[src/rtl/core/dco_pkg.sv]
package dco_pkg;

	localparam int FRAME_WIDTH   = 640;
	localparam int FRAME_HEIGHT  = 480;

	localparam int DEPTH_W = 11;
	localparam int COLOR_W = 8;
	localparam int BW_W    = 12;
	localparam int BAND_W  = 8;
	localparam int COL_W   = 10;
	localparam int ROW_W   = 9;
	localparam int RGB_W   = 3 * COLOR_W;

	localparam int PALETTE_DEPTH = 1 << DEPTH_W;
	localparam int WARM_W        = $clog2(FRAME_WIDTH + 1);
	localparam int DIV_STEPS     = DEPTH_W;

	localparam logic [BW_W-1:0] BAND_WIDTH_RESET = 12'd45;

	localparam logic ACT_PIXEL  = 1'b0;
	localparam logic ACT_PAL_WR = 1'b1;

	typedef struct packed {
		logic               action;
		logic [DEPTH_W-1:0] depth;
		logic [DEPTH_W-1:0] dvd;
		logic [BW_W-1:0]    rem;
		logic [DEPTH_W-1:0] quo;
		logic [RGB_W-1:0]   rgb;
	} item_t;

	typedef struct packed {
		logic               we;
		logic               re;
		logic [DEPTH_W-1:0] addr;
		logic [RGB_W-1:0]   wdata;
	} pal_ctrl_t;

	typedef struct packed {
		logic             pvalid;
		logic             contour;
		logic             last;
		logic [COL_W-1:0] col;
		logic [ROW_W-1:0] row;
	} meta_t;

endpackage

[src/rtl/core/dco_div_cell.sv]
module dco_div_cell (
	input  logic                     clk,
	input  logic                     arst_n,
	input  logic                     adv,
	input  logic [dco_pkg::BW_W-1:0] divisor,
	input  logic                     vld_in,
	input  dco_pkg::item_t           item_in,
	output logic                     vld_q,
	output dco_pkg::item_t           item_q
);

	logic [dco_pkg::BW_W:0] trial;
	logic [dco_pkg::BW_W:0] diff;
	logic                   take;
	dco_pkg::item_t         item_nxt;

	// one restoring quotient bit
	always_comb begin
		trial        = {item_in.rem, item_in.dvd[dco_pkg::DEPTH_W-1]};
		take         = trial >= {1'b0, divisor};
		diff         = trial - {1'b0, divisor};
		item_nxt     = item_in;
		item_nxt.rem = take ? diff[dco_pkg::BW_W-1:0] : trial[dco_pkg::BW_W-1:0];
		item_nxt.quo = {item_in.quo[dco_pkg::DEPTH_W-2:0], take};
		item_nxt.dvd = {item_in.dvd[dco_pkg::DEPTH_W-2:0], 1'b0};
	end

	always_ff @(posedge clk or negedge arst_n) begin
		if (!arst_n) begin
			vld_q <= 1'b0;
		end else if (adv) begin
			vld_q <= vld_in;
		end
	end

	always_ff @(posedge clk) begin
		if (adv) begin
			item_q <= item_nxt;
		end
	end

endmodule

[config.mk]
export PLATFORM = sky130hd
export DESIGN_NAME = dco_div_cell
export DESIGN_NICKNAME = d
export VERILOG_FILES = /design/src/rtl/core/dco_pkg.sv /design/src/rtl/core/dco_div_cell.sv
export SDC_FILE = /design/constraint.sdc
export NUM_CORES = 1
export LEC_CHECK = 0
export ABC_AREA = 1
export ABC_CLOCK_PERIOD_IN_PS = 850
export BUFFER_PORTS_ARGS = -buffer_cell sky130_fd_sc_hd__clkbuf_2
export CORE_MARGIN = 8
export CORE_UTILIZATION = 46
export DETAILED_ROUTE_END_ITERATION = 6
export PLACE_DENSITY = 0.87
export SETUP_SLACK_MARGIN = 0.1
export SYNTH_ARGS = -nofsm -noshare
export SYNTH_HDL_FRONTEND = slang
export SYNTH_SLANG_ARGS = --single-unit
export TNS_END_PERCENT = 20
[constraint.sdc]
create_clock -name clk -period 0.85 [get_ports clk]
set_clock_uncertainty 0.05 [all_clocks]
set_input_delay 0.1275 -clock clk [delete_from_list [all_inputs] [get_ports clk]]
set_output_delay 0.1275 -clock clk [all_outputs]
set_load 0.1 [all_outputs]
==> impl_metrics.py, run 1 <==
metrics = {
    "run_status": {
        "outcome": "aborted with a tool error",
        "stop_stage": "4_1_cts",
        "stop_error": "[ERROR DPL-0033] detailed placement checks failed during check placement.",
    },
    "logic_synthesis": {
        "async_reset_ff_share_pct": 1.43,
        "ys_seq_elements": 70,
        "syn-num-nets": 355,
        "synth.largest_area_cell": "edfxtp_1",
        "synth_top_area_share_pct": 65.9,
        "synth_area_sq_um": 3140,
        "yosysWarnings": 0,
        "postSynthCellCount": 256,
        "post-synth-top-count-cell": "edfxtp_1",
        "synth_area_per_cell_sq_um": 12.3,
        "synth_edf_count": 69,
        "synthFlopType": "edfxtp_1",
        "synth_cell_types": 29,
        "yosysSeqAreaShare_pct": 66.7,
        "synth_area_leaders": "edfxtp_1 66%, nand2_1 7.3%, inv_1 5.1%",
        "synth_common_cells": "69 x edfxtp_1, 61 x nand2_1, 43 x inv_1, 12 x ha_1",
    },
    "floorplanning": {
        "io_pins": 157,
        "die-width_um": 98.6,
        "start_util_pct": 46.8,
        "row_count": 30,
        "die_h_um": 98.6,
    },
    "cts": {
        "clock-sinks": 70,
        "cts_max_level": 3,
        "cts_setup_buffers": 5,
        "cts_buffers": 9,
        "cts_hold_buf": 57,
        "post_cts_resized": 46,
        "cts_buffer_depth": 2,
        "cts_root_buf": "clkbuf_8",
    },
    "placement": {
        "place_hpwl_mm": 9.51,
        "place.gp.congestion": 0.898,
        "io_buffer_count": 154,
    },
}
[kinds of logic after synthesis]
| family | synth area share (%) |
|---|---|
| compound gates | 2.31 |
| xor+xnor | 1.67 |
| fa+ha+maj | 5.42 |
| buf+inv | 6.25 |
| flops | 66.7 |
| mux | 0.358 |
| other cells | 0.119 |
| simple gates | 17.1 |
[per-stage QoR]
step / cells / area, sq um / setup WS [ns] / hold WS [ns] / TNS (ns)
2_1_floorplan: 256 / 3290 / -0.681 / -0.218 / -24.58
3_3_place_gp: 535 / 5570 / -0.834 / -0.147 / -12.32
3_5_place_dp: 535 / 5570 / -0.923 / -0.146 / -14.86
==> run 2: changes to the inputs <==
--- a/config.mk
+++ b/config.mk
@@ -9,10 +9,9 @@
 export ABC_CLOCK_PERIOD_IN_PS = 850
 export BUFFER_PORTS_ARGS = -buffer_cell sky130_fd_sc_hd__clkbuf_2
 export CORE_MARGIN = 8
-export CORE_UTILIZATION = 46
+export CORE_UTILIZATION = 40
 export DETAILED_ROUTE_END_ITERATION = 6
-export PLACE_DENSITY = 0.87
-export SETUP_SLACK_MARGIN = 0.1
+export PLACE_DENSITY_LB_ADDON = 0.15
 export SYNTH_ARGS = -nofsm -noshare
 export SYNTH_HDL_FRONTEND = slang
 export SYNTH_SLANG_ARGS = --single-unit
==> run 2 against run 1 <==
The flow now finishes, with violations (negative setup slack). Synthesized area unchanged. Synthesized cell count stayed put.
==> impl_metrics.py, run 2 <==
metrics = {
    "timing": {
        "tns_ns": -28.86,
        "max_freq_mhz": 706,
        "fin_ws_ns": -0.567,
        "setup_viol": 84,
        "fin_crit_ns": 1.42,
        "hold_viol_final": 0,
        "rsz0062_at_grt": "yes",
        "report.final.slew_viol_count": 0,
        "finalCritPeriodShare_pct": 167,
    },
    "drt": {
        "dr.pass1.iters": 5,
        "routed_via_density": 5.27,
        "drt.antenna.violating_nets": 0,
        "remaining_drc_errors": 0,
        "drt_iter0_markers": 317,
        "totalWireLength_mm": 15.8,
        "vias": 3402,
        "wire_per_inst_um": 24.6,
    },
    "power": {
        "seqPwrFrac_pct": 32.9,
        "power_density_nw_per_um2": 1990,
        "clkPwrFrac_pct": 25.0,
        "swShare_pct": 38.9,
        "power_mw": 13.6,
        "cellLeakagePower_nw": 3.07,
        "switchingPower_mw": 5.30,
        "peakVddDrop_v": 0.00113,
        "p_int_mw": 8.31,
        "combPwrFrac_pct": 42.2,
    },
    "final_layout": {
        "fillers": 319,
        "regMostFlops": "item_q",
        "diodes": 0,
        "final_cell_mix": "77 x clkbuf_2, 74 x buf_12, 69 x edfxtp_1, 58 x dlygate4sd3_1, 47 x buf_4",
        "design_area_sq_um": 6850,
        "final_common_cell": "clkbuf_2",
        "drive_above_1_share_pct": 58.4,
        "largest_register_ffs": 69,
        "reg.largest.list": "item_q: 69 flops, vld_q: 1 flops",
        "syn_to_final_growth_pct": 118,
        "nets": 638,
        "fin_cells": 645,
    },
    "grt": {
        "grt_pass1_wl_mm": 20.8,
        "grt_pass1_vias": 3389,
        "grt-ovfl-total": 0,
        "grt_max_degree": 19,
        "antenna_found_initial": 0,
        "grt_usage_pct": 25.2,
    },
    "placement": {
        "place_hpwl_mm": 8.39,
        "post-place-cells": 557,
        "place.gp.congestion": 0.849,
        "io_buffer_count": 154,
        "preCtsSetupSlack_ns": -0.907,
        "postPlaceCellArea_sq_um": 5610,
    },
    "floorplanning": {
        "io_pins": 157,
        "row_count": 32,
        "die_area_sq_um": 10900,
        "die-width_um": 105,
        "coreArea_sq_um": 7690,
        "die_h_um": 105,
        "start_util_pct": 40.9,
    },
    "critical_path": {
        "cp_num_buf_inv": 3,
        "cp_cell_sequence": "clkbuf_2 > inv_1 > ha_4 > buf_4 > a21oi_2 > nor2_1 > nor2_1 > nand3b_1 > nand3_2 > nand2_1",
        "cp.required_ns": 0.92,
        "start_kind": "input port",
        "slowest_delay_ns": 0.22,
        "critPathTopFamily": "simple AND/OR/NAND/NOR gates",
        "cp_slowest_cell": "ha_4",
        "arrival_ns": 1.49,
        "critPathMaxFanout": 3,
        "cp-end-kind": "flop",
        "path_class": "in2reg",
        "cpMostUsedCell": "nor2_1",
    },
    "logic_synthesis": {
        "syn-num-nets": 355,
        "ys_seq_elements": 70,
        "async_reset_ff_share_pct": 1.43,
        "synth_top_area_share_pct": 65.9,
        "yosysSeqAreaShare_pct": 66.7,
        "synth_cell_types": 29,
        "synth_common_cells": "69 x edfxtp_1, 61 x nand2_1, 43 x inv_1, 12 x ha_1",
        "synth_area_leaders": "edfxtp_1 66%, nand2_1 7.3%, inv_1 5.1%",
        "synth.largest_area_cell": "edfxtp_1",
        "synthFlopType": "edfxtp_1",
        "post-synth-top-count-cell": "edfxtp_1",
        "synth_edf_count": 69,
        "postSynthCellCount": 256,
        "synth_area_sq_um": 3140,
        "yosysWarnings": 0,
        "synth_area_per_cell_sq_um": 12.3,
    },
    "cts": {
        "clk-insertion-delay-late_ns": 0.36,
        "cts_root_buf": "clkbuf_8",
        "clock-sinks": 70,
        "cts_tree": "done",
        "cts_max_level": 3,
        "cts.clk_slew.worst_paths_ns": 0.08,
        "cts_buffers": 9,
        "cts_buffer_depth": 2,
    },
    "run_status": {
        "failed_checks": "negative setup slack",
        "outcome": "complete, but fails checks",
    },
    "job": {
        "max_cap_viol_count": 0,
    },
    "hold_path": {
        "hold_path.class": "in2async",
    },
}
==> run 2: cell counts after synthesis <==
No cell type changed its count.
==> run 2: final timing paths <==
kind                                   start                    to  slack, ns  depth (start not counted)
max                               divisor[5]  item_q[43]$_DFFE_PP_      -0.57                         10
min                                   arst_n     vld_q$_DFFE_PN0P_       0.02                          2
max reg2reg                vld_q$_DFFE_PN0P_     vld_q$_DFFE_PN0P_      -0.07                          1
min reg2reg                vld_q$_DFFE_PN0P_     vld_q$_DFFE_PN0P_       0.56                          1
max in group asynchronous             arst_n     vld_q$_DFFE_PN0P_       0.64                          2
min in group clk                 item_in[40]  item_q[41]$_DFFE_PP_       0.08                          3
==> run 2: cell families after synthesis <==
kind of cell | share of synthesized area (%)
buf+inv | 6.25
mux | 0.358
xor+xnor | 1.67
fa+ha+maj | 5.42
other cells | 0.119
flops | 66.7
simple gates | 17.1
compound gates | 2.31
==> run 2: what timing repair did <==
action,4_1_cts,5_1_grt
hold buffers,58,0
gates resized for setup,37,50
pin swaps,37,28
buffers inserted,8,4
cloned,3,0
setup endpoints to repair,84,84
endpoints found under the hold margin,58,0
==> run 2: cell type report <==
class	count	area, sq um	share of cell area, %
Timing Repair Buffer	271	2970	43.3
Sequential cell	70	2100	30.7
Multi-Input combinational cell	142	1240	18.1
Inverter	45	179	2.61
Tap cell	102	128	1.86
Clock buffer	9	124	1.81
Clock inverter	6	111	1.63
==> run 2: metrics by stage <==
stage                     hold WS (ns)  util (%)
after floorplan                 -0.218         -
after global placement          -0.148      72.9
after detailed placement        -0.144      72.9
after CTS                       0.0349      86.7
after global routing            0.0369      89.1
final                           0.0174      89.1
==> run 2: per-layer routing <==
metal / part of all wire, % / track usage [%]
met5: 0 / 0
met4: 2.9 / 7.65
met3: 8.5 / 5.34
met2: 51 / 46.3
met1: 38 / 28.5
==> run 2: power by group through the flow <==
stage,combinational [mW],sequential (mW),clock [mW]
floorplan,0.707,6.60,0
global placement,4.87,4.50,0
detailed placement,4.93,4.52,0
CTS,5.36,4.45,3.21
global route,5.87,4.49,3.49
finish,5.74,4.47,3.40
Power figures use the tool's default switching activity.
